<file path="config.mk">
export PLATFORM = sky130hd
export DESIGN_NAME = rce_ctrl
export DESIGN_NICKNAME = d
export VERILOG_FILES = /design/src/rce_pkg.sv /design/src/rce_ctrl.sv
export SDC_FILE = /design/constraint.sdc
export NUM_CORES = 1
export LEC_CHECK = 0
export ABC_AREA = 0
export BUFFER_PORTS_ARGS = -buffer_cell sky130_fd_sc_hd__buf_2
export CAP_MARGIN = 20
export CORE_ASPECT_RATIO = 1.75
export CORE_UTILIZATION = 45
export CTS_CLUSTER_SIZE = 30
export DETAILED_ROUTE_END_ITERATION = 7
export PLACE_DENSITY = 0.74
export RECOVER_POWER = 25
export SLEW_MARGIN = 20
export SYNTH_ARGS = -nofsm -noshare
export SYNTH_HDL_FRONTEND = slang
export SYNTH_SLANG_ARGS = --single-unit
</file>
<file path="constraint.sdc">
create_clock -name clk -period 2.2 [get_ports clk]
set_input_delay 0.33 -clock clk [delete_from_list [all_inputs] [get_ports clk]]
set_output_delay 0.33 -clock clk [all_outputs]
set_load 0.02 [all_outputs]
</file>
<file path="src/rce_pkg.sv">
// shared types, constants and helpers of the register calculator executor
// no dependencies; used by the top level, rce_ctrl and rce_dp through scoped names
package rce_pkg;

	localparam int NUM_REGS  = 16;
	localparam int IDX_W     = $clog2(NUM_REGS);
	localparam int DATA_W    = 64;
	localparam int FRAC_BITS = 32;
	localparam int CNT_W     = 6;

	localparam logic [DATA_W-1:0] SIGN_VAL = {1'b1, {(DATA_W-1){1'b0}}};
	localparam logic [DATA_W-1:0] MAX_POS  = {1'b0, {(DATA_W-1){1'b1}}};

	localparam logic [CNT_W-1:0] MUL_LAST = CNT_W'(4);
	localparam logic [CNT_W-1:0] DIV_LAST = CNT_W'(DATA_W - 1);

	localparam logic [1:0] ADDR_FINAL_REG = 2'd0;

	typedef enum logic [3:0] {
		K_CONST = 4'd0,
		K_VAR   = 4'd1,
		K_ADD   = 4'd2,
		K_SUB   = 4'd3,
		K_MUL   = 4'd4,
		K_DIV   = 4'd5,
		K_NEG   = 4'd6,
		K_AND   = 4'd7,
		K_OR    = 4'd8,
		K_XOR   = 4'd9,
		K_MOD   = 4'd10,
		K_SHL   = 4'd11,
		K_SHR   = 4'd12
	} kind_t;

	typedef enum logic [1:0] {
		ST_OK   = 2'd0,
		ST_DIV0 = 2'd1,
		ST_MOD0 = 2'd2,
		ST_OVF  = 2'd3
	} status_t;

	typedef enum logic [1:0] {
		RD_LEFT  = 2'd0,
		RD_RIGHT = 2'd1,
		RD_FINAL = 2'd2
	} rd_sel_t;

	// controller to datapath
	typedef struct packed {
		logic             load;
		rd_sel_t          rd_sel;
		logic             cap_a;
		logic             cap_b;
		logic             prep;
		logic             op;
		logic             mul_step;
		logic             div_step;
		logic [CNT_W-1:0] cnt;
		logic             mfin;
		logic             dfin;
		logic             toq;
		logic             sat;
		logic             wr;
		logic             out_load;
	} cmd_t;

	// datapath to controller
	typedef struct packed {
		kind_t kind;
		logic  last;
		logic  sticky;
		logic  zero;
		logic  out_busy;
	} sts_t;

	function automatic logic [IDX_W-1:0] reduce_idx(input logic [3:0] x);
		logic [7:0] t;
		t = 8'(x) % 8'(NUM_REGS);
		return IDX_W'(t);
	endfunction

	function automatic logic [DATA_W-1:0] mag_of(input logic [DATA_W-1:0] v);
		return v[DATA_W-1] ? (DATA_W'(0) - v) : v;
	endfunction

endpackage

</file>
<file path="src/rce_ctrl.sv">
// sequencer of the executor: steps each instruction through read, execute,
// write and result phases; depends on rce_pkg
module rce_ctrl (
	input  logic          clk,
	input  logic          arst_n,
	input  logic          in_valid,
	output logic          in_ready,
	input  rce_pkg::sts_t sts,
	output rce_pkg::cmd_t cmd
);
	typedef enum logic [15:0] {
		S_IDLE = 16'h0001,
		S_RDA  = 16'h0002,
		S_RDB  = 16'h0004,
		S_CAPB = 16'h0008,
		S_PREP = 16'h0010,
		S_OP   = 16'h0020,
		S_MUL  = 16'h0040,
		S_DIV  = 16'h0080,
		S_MFIN = 16'h0100,
		S_DFIN = 16'h0200,
		S_TOQ  = 16'h0400,
		S_SAT  = 16'h0800,
		S_WR   = 16'h1000,
		S_FIN  = 16'h2000,
		S_RDF  = 16'h4000,
		S_SKIP = 16'h8000
	} state_t;

	state_t                     state_q, state_d;
	logic [rce_pkg::CNT_W-1:0]  cnt_q, cnt_d;

	assign in_ready = (state_q == S_IDLE);

	always_comb begin
		state_d = state_q;
		cnt_d   = cnt_q;
		cmd     = '0;
		cmd.rd_sel = rce_pkg::RD_LEFT;
		cmd.cnt    = cnt_q;
		case (state_q)
			S_IDLE: begin
				if (in_valid) begin
					cmd.load = 1'b1;
					state_d  = S_RDA;
				end
			end
			S_RDA: begin
				cmd.rd_sel = rce_pkg::RD_LEFT;
				if (sts.sticky || sts.kind > rce_pkg::K_SHR) begin
					state_d = S_FIN;
				end else begin
					state_d = S_RDB;
				end
			end
			S_RDB: begin
				cmd.rd_sel = rce_pkg::RD_RIGHT;
				cmd.cap_a  = 1'b1;
				state_d    = S_CAPB;
			end
			S_CAPB: begin
				cmd.cap_b = 1'b1;
				state_d   = S_PREP;
			end
			S_PREP: begin
				cmd.prep = 1'b1;
				state_d  = S_OP;
			end
			S_OP: begin
				cmd.op = 1'b1;
				cnt_d  = '0;
				case (sts.kind)
					rce_pkg::K_CONST, rce_pkg::K_VAR, rce_pkg::K_ADD,
					rce_pkg::K_SUB, rce_pkg::K_NEG: state_d = S_WR;
					rce_pkg::K_MUL: state_d = S_MUL;
					rce_pkg::K_DIV, rce_pkg::K_MOD: begin
						// zero divisor: error is latched, nothing written
						state_d = sts.zero ? S_FIN : S_DIV;
					end
					default: state_d = S_TOQ;
				endcase
			end
			S_MUL: begin
				cmd.mul_step = 1'b1;
				if (cnt_q == rce_pkg::MUL_LAST) begin
					state_d = S_MFIN;
				end else begin
					cnt_d = cnt_q + 1'b1;
				end
			end
			S_DIV: begin
				cmd.div_step = 1'b1;
				if (cnt_q == rce_pkg::DIV_LAST) begin
					state_d = S_DFIN;
				end else begin
					cnt_d = cnt_q + 1'b1;
				end
			end
			S_MFIN: begin
				cmd.mfin = 1'b1;
				state_d  = S_SAT;
			end
			S_DFIN: begin
				cmd.dfin = 1'b1;
				state_d  = S_SAT;
			end
			S_TOQ: begin
				cmd.toq = 1'b1;
				state_d = S_SAT;
			end
			S_SAT: begin
				cmd.sat = 1'b1;
				state_d = S_WR;
			end
			S_WR: begin
				cmd.wr  = 1'b1;
				state_d = S_FIN;
			end
			S_FIN: begin
				cmd.rd_sel = rce_pkg::RD_FINAL;
				if (!sts.last) begin
					state_d = S_IDLE;
				end else if (!sts.out_busy) begin
					state_d = S_RDF;
				end
			end
			S_RDF: begin
				cmd.out_load = 1'b1;
				state_d      = S_IDLE;
			end
			default: state_d = S_IDLE;
		endcase
	end

	always_ff @(posedge clk or negedge arst_n) begin
		if (!arst_n) begin
			state_q <= S_IDLE;
			cnt_q   <= '0;
		end else begin
			state_q <= state_d;
			cnt_q   <= cnt_d;
		end
	end
endmodule

</file>
---- Yosys cells after proc, flatten, opt, wreduce, memory -nomap -nowiden ----
Cells that the tools add are included.
cells by class
  reduce and logical (&&, ||, !) cells .... 8
  order comparisons ....................... 1
  equal/unequal tests ..................... 30
  multiplexer cells ....................... 27
  $add $sub $neg .......................... 1
operators with widths
  kind                                                   number
  case mux 16 bit (12 select lines)                      1
  two-way mux 16 bit                                     5
  case mux 14 bit (3 select lines)                       1
  two-way mux 14 bit                                     2
  case mux 6 bit (3 select lines)                        1
  equality test 16 x 1 -> 1 bit, second input constant   1
  equality test 16 x 10 -> 1 bit, second input constant  1
  equality test 16 x 11 -> 1 bit, second input constant  1
  equality test 16 x 12 -> 1 bit, second input constant  1
  equality test 16 x 13 -> 1 bit, second input constant  1
  equality test 16 x 14 -> 1 bit, second input constant  1
  equality test 16 x 15 -> 1 bit, second input constant  1
  equality test 16 x 2 -> 1 bit, second input constant   1
  equality test 16 x 3 -> 1 bit, second input constant   1
  equality test 16 x 4 -> 1 bit, second input constant   1
  equality test 16 x 5 -> 1 bit, second input constant   1
  equality test 16 x 6 -> 1 bit, second input constant   1
  equality test 16 x 7 -> 1 bit, second input constant   1
  equality test 16 x 8 -> 1 bit, second input constant   1
  equality test 16 x 9 -> 1 bit, second input constant   1
  two-way mux 1 bit                                      14
  equality test 4 x 3 -> 1 bit, second input constant    3
  two-way mux 6 bit                                      2
  != test 2 bit, second input constant                   5
  17 further kinds                                       18
storage, ports and cells
  register bits ........................... 22
  output and inout bits ................... 22
  logic and storage cells ................. 69
  bits of input ports ..................... 11

---- Logic depth before layout (Yosys ltp) ----
  depth in word-level cells ............... 4
  mapped depth ............................ 7
  mapped depth without buffers ............ 7

---- Worst setup path before layout ----
Ideal clock, no wire load.
  kind .................................... register -> output
  from .................................... reg state_q[5]
  to ...................................... out cmd[20] (netlist name)
  path buffers ............................ 1
  setup slack ............................. -0.170 ns
  arrival time ............................ 2.040 ns
  stages on the path, launching flop included .. 7
  required time ........................... 1.870 ns
  cells stage by stage .................... dfrtp_1 buf_2 nor4_4 nand3_1 or3_1 nor3b_2 and2_1
RTL lines
  what                    RTL line         RTL
  start, declared         rce_ctrl.sv:30   state_t state_q, state_d;
  start signal, assigned  rce_ctrl.sv:140  state_q <= state_d;
  end, declared           rce_ctrl.sv:9    output rce_pkg::cmd_t cmd

==> Flow_metrics.wiki <==
{| class="wikitable"
! Metric !! Value
|-
| Run status || finished, violations left
|-
| Failing checks || setup timing
|-
| Total global-route track usage || 25.6%
|-
| Die span in y || between 70 and 80 um
|-
| Detailed Routing Iterations Pass 1 || 4
|-
| CP Capture Type || output pin
|-
| Unrepaired setup endpoints after global routing || yes
|-
| Switch Pwr || ~570 uW
|-
| Top FF cell, synth || sky130_fd_sc_hd__dfrtp_1
|-
| Clk sink count || 21
|-
| Worst EP required || ~1.9 ns
|-
| Arrival time of data at the critical path endpoint || approximately 2 ns
|-
| Routed length on met1 || 1.52 mm
|-
| Nets in the synthesized netlist || between 150 and 200
|-
| Detailed-route via count || approximately 1500
|-
| Final net count || 226
|-
| Most common cell after layout, fill and taps aside || sky130_fd_sc_hd__buf_2
|-
| Maximum vdd drop || a little over 400 uV
|-
| Input/output buffers || 32
|-
| Static leakage || just over 0.0009 uW
|-
| Slew headroom || a little under a quarter
|-
| Sequential share of the synthesized area || 34.7%
|-
| Fin. Hold Viols || 0
|-
| Wire length after detailed routing || 4.32 mm
|-
| Number of global-route vias before repair || approximately 1500
|-
| Overall Power || 1440 uW
|-
| Crit path launch type || register
|-
| Met3 wire len || 162 um
|-
| Reg power frac || roughly a third
|-
| Largest fanout on the critical path || 3
|-
| Drc violations || 0
|-
| Highest attainable clock frequency || 0.434 GHz
|-
| DIE AREA || ~3600 um^2
|-
| Shortest clock period the worst path allows after layout || around 2.3 ns
|-
| Hold buffers post-CTS || 0
|-
| Starting Density || a little under half
|-
| H-tree depth || 1
|-
| Share of power burned in the clock network || 17.7%
|-
| Class of the most critical setup path || reg2out
|-
| Worst-Margin Slew || between 1 and 1.5 ns
|-
| Warnings from Yosys || 0
|-
| Final-report max-slew violation count || 0
|-
| Met2 routed wirelength || 2.54 mm
|-
| Worst-path clk slew || 0.08 ns
|-
| Internal power contribution || ~860 uW
|-
| Antenna violations before repair || 0
|-
| Total of endpoints with negative setup slack in the final report || 3
|-
| Total CTS buffers || 3
|-
| Worst hold path type || in2reg
|-
| Pin count of the biggest net entering global routing || 22
|-
| Worst setup margin || -0.102 ns
|-
| Placed cell count || approximately 250
|-
| Wire length of the first global-routing pass || between 6 and 7 mm
|-
| Library cell used as clock root buffer || sky130_fd_sc_hd__clkbuf_8
|-
| Switching Share || between 30% and 40%
|-
| Final worst-path cycle share || 105%
|-
| Layout overhead on the synthesized area || 30.9%
|-
| Hold Slack || approximately 0.27 ns
|-
| Final weighted congestion in routability-driven placement || 0.988
|-
| Row count || 27
|-
| Cells taking the most area after synthesis || sky130_fd_sc_hd__dfrtp_1 33%, sky130_fd_sc_hd__nor4_4 5.6%, sky130_fd_sc_hd__nor4b_1 3.5%, sky130_fd_sc_hd__nor2_1 3.2%, sky130_fd_sc_hd__nand3_1 3.0%
|-
| Leading cell types in the layout, fill and taps excluded || 25 x sky130_fd_sc_hd__buf_2, 22 x sky130_fd_sc_hd__buf_4, 20 x sky130_fd_sc_hd__dfrtp_1, 12 x sky130_fd_sc_hd__nor2_1, 11 x sky130_fd_sc_hd__inv_1
|-
| Number of design-rule violations left by the first detailed-router iteration || between 50 and 60
|-
| Synth Area per Inst || around 9.3 um^2
|-
| Die width || around 46 um
|-
| Cell area after synthesis || approximately 1500 um^2
|-
| Setup total negative slack || -0.156 ns
|-
| Number of unique standard cell types used by synthesis || just over 50
|-
| Highest layer used for signal routing || met4
|-
| Antenna diode instance count || 0
|-
| IO Count || 33
|-
| Synthesized instance count || between 150 and 200
|-
| Comb pwr share || 50.8%
|-
| Seq cells post-synth || 21
|-
| CTS tree || done
|-
| Final setup skew || 0.00554 ns
|-
| Cell accounting for the most synthesized area || sky130_fd_sc_hd__dfrtp_1
|-
| Number of filler cells placed in the layout || just under 300
|-
| EDFF count, synth || 0
|-
| DRT antenna net count || 0
|-
| Power Dens Cells || 722 nW/um^2
|-
| Post-detailed-placement half-perimeter wirelength || 3.28 mm
|-
| Insertion delay to the later sink of the worst-skew pair || roughly 0.26 ns
|-
| Routed wirelength normalized by instance count || about 17 um
|-
| Final cell count without fillers || between 200 and 300
|-
| Synth async-reset ratio || between 90% and 100%
|-
| Clk buf depth || 2
|-
| Share of post-route cells with drive strength above 1 || a little under two fifths
|-
| Total grt overflow || 0
|-
| Top-area cell type share of the netlist area || roughly 33%
|-
| Number of maximum-capacitance constraint violations || 0
|-
| Area of the core region || 3180 um^2
|-
| Average via count per standard cell || approximately 6
|}
-- cell families after synthesis --
logic type / synth area share [%]
simple gates: 40.6
buf+inv: 5.35
fa+ha+maj: 1.65
flops: 34.7
xor+xnor: 4.04
compound gates: 13.7
-- power groups by stage --
stage / clock network, uW / logic, uW / registers, uW
after floorplan: 0 / 462 / 456
final: 253 / 729 / 452
after detailed placement: 0 / 603 / 459
after global routing: 274 / 781 / 456
after CTS: 256 / 648 / 452
after global placement: 0 / 593 / 457
-- worst paths after layout --
check	from	end	depth (start not counted)	slack (ns)
max reg2reg	cnt_q[0]$_DFFE_PN0P_	state_q[14]$_DFFE_PN0P_	6	0.14
max	state_q[9]$_DFFE_PN0P_	cmd[20]	6	-0.10
max in group asynchronous	arst_n	cnt_q[3]$_DFFE_PN0P_	1	1.24
min in group asynchronous	arst_n	state_q[11]$_DFFE_PN0P_	1	0.28
min	sts[1]	state_q[7]$_DFFE_PN0P_	2	0.27
min reg2reg	cnt_q[1]$_DFFE_PN0P_	cnt_q[1]$_DFFE_PN0P_	2	0.66
-- cell usage after synthesis (all sizes together), types with 3 or more instances --
cell type,number
and2,3
and3,3
and4,3
buf,4
dfrtp,20
inv,11
nand2,10
nand3,10
nor2,14
nor3,10
nor3b,7
nor4,5
nor4b,7
o211ai,3
o21ai,9
or3,3
or4b,3
xnor2,3
xor2,4
-- state kept, by name, summed over array words and instances (netlist names) --
| signal | count |
|---|---|
| cnt_q | 6 |
| state_q | 15 |
-- layout make-up --
class	instances	area, um^2	share of cell area (%)
inverter	11	41.3	2.08
tap	43	53.8	2.71
multi-input combinational	126	1000	50.5
sequential	21	527	26.5
timing repair buffer	50	317	15.9
clock buffer	3	41.3	2.08
clock inverter	1	5.00	0.252
-- layer usage --
layer / GRT usage (%) / vias to the layer above
met5: 0 / -
met4: 10.3 / 0
met3: 2.50 / 9
met2: 48.6 / 60
met1: 26.2 / 751
li1: - / 712
-- per-stage QoR --
stage	area [um^2]	setup WS, ns	utilization [%]
final	1990	-0.102	62.6
after global routing	1990	-0.189	62.6
after CTS	1900	-0.0703	59.7
after detailed placement	1830	0.115	57.6
after global placement	1830	0.135	57.6
after floorplan	1530	-0.0531	-
-- critical path: stages, from the launching register on --
cell and delay (ns):
sky130_fd_sc_hd__dfrtp_1 0.41, sky130_fd_sc_hd__nor4_4 0.32, sky130_fd_sc_hd__nand3_1 0.15, sky130_fd_sc_hd__or3_4 0.37
sky130_fd_sc_hd__nor3b_4 0.20, sky130_fd_sc_hd__and2_4 0.17, sky130_fd_sc_hd__buf_6 0.11
-- what timing repair did --
action | in CTS | in global routing
buffers inserted | 2 | 0
gates resized for setup | 2 | 20
endpoints found under the setup margin | 9 | 18
cloned | 0 | 0
pin swaps | 2 | 7
(Power assumes the default switching activity.)
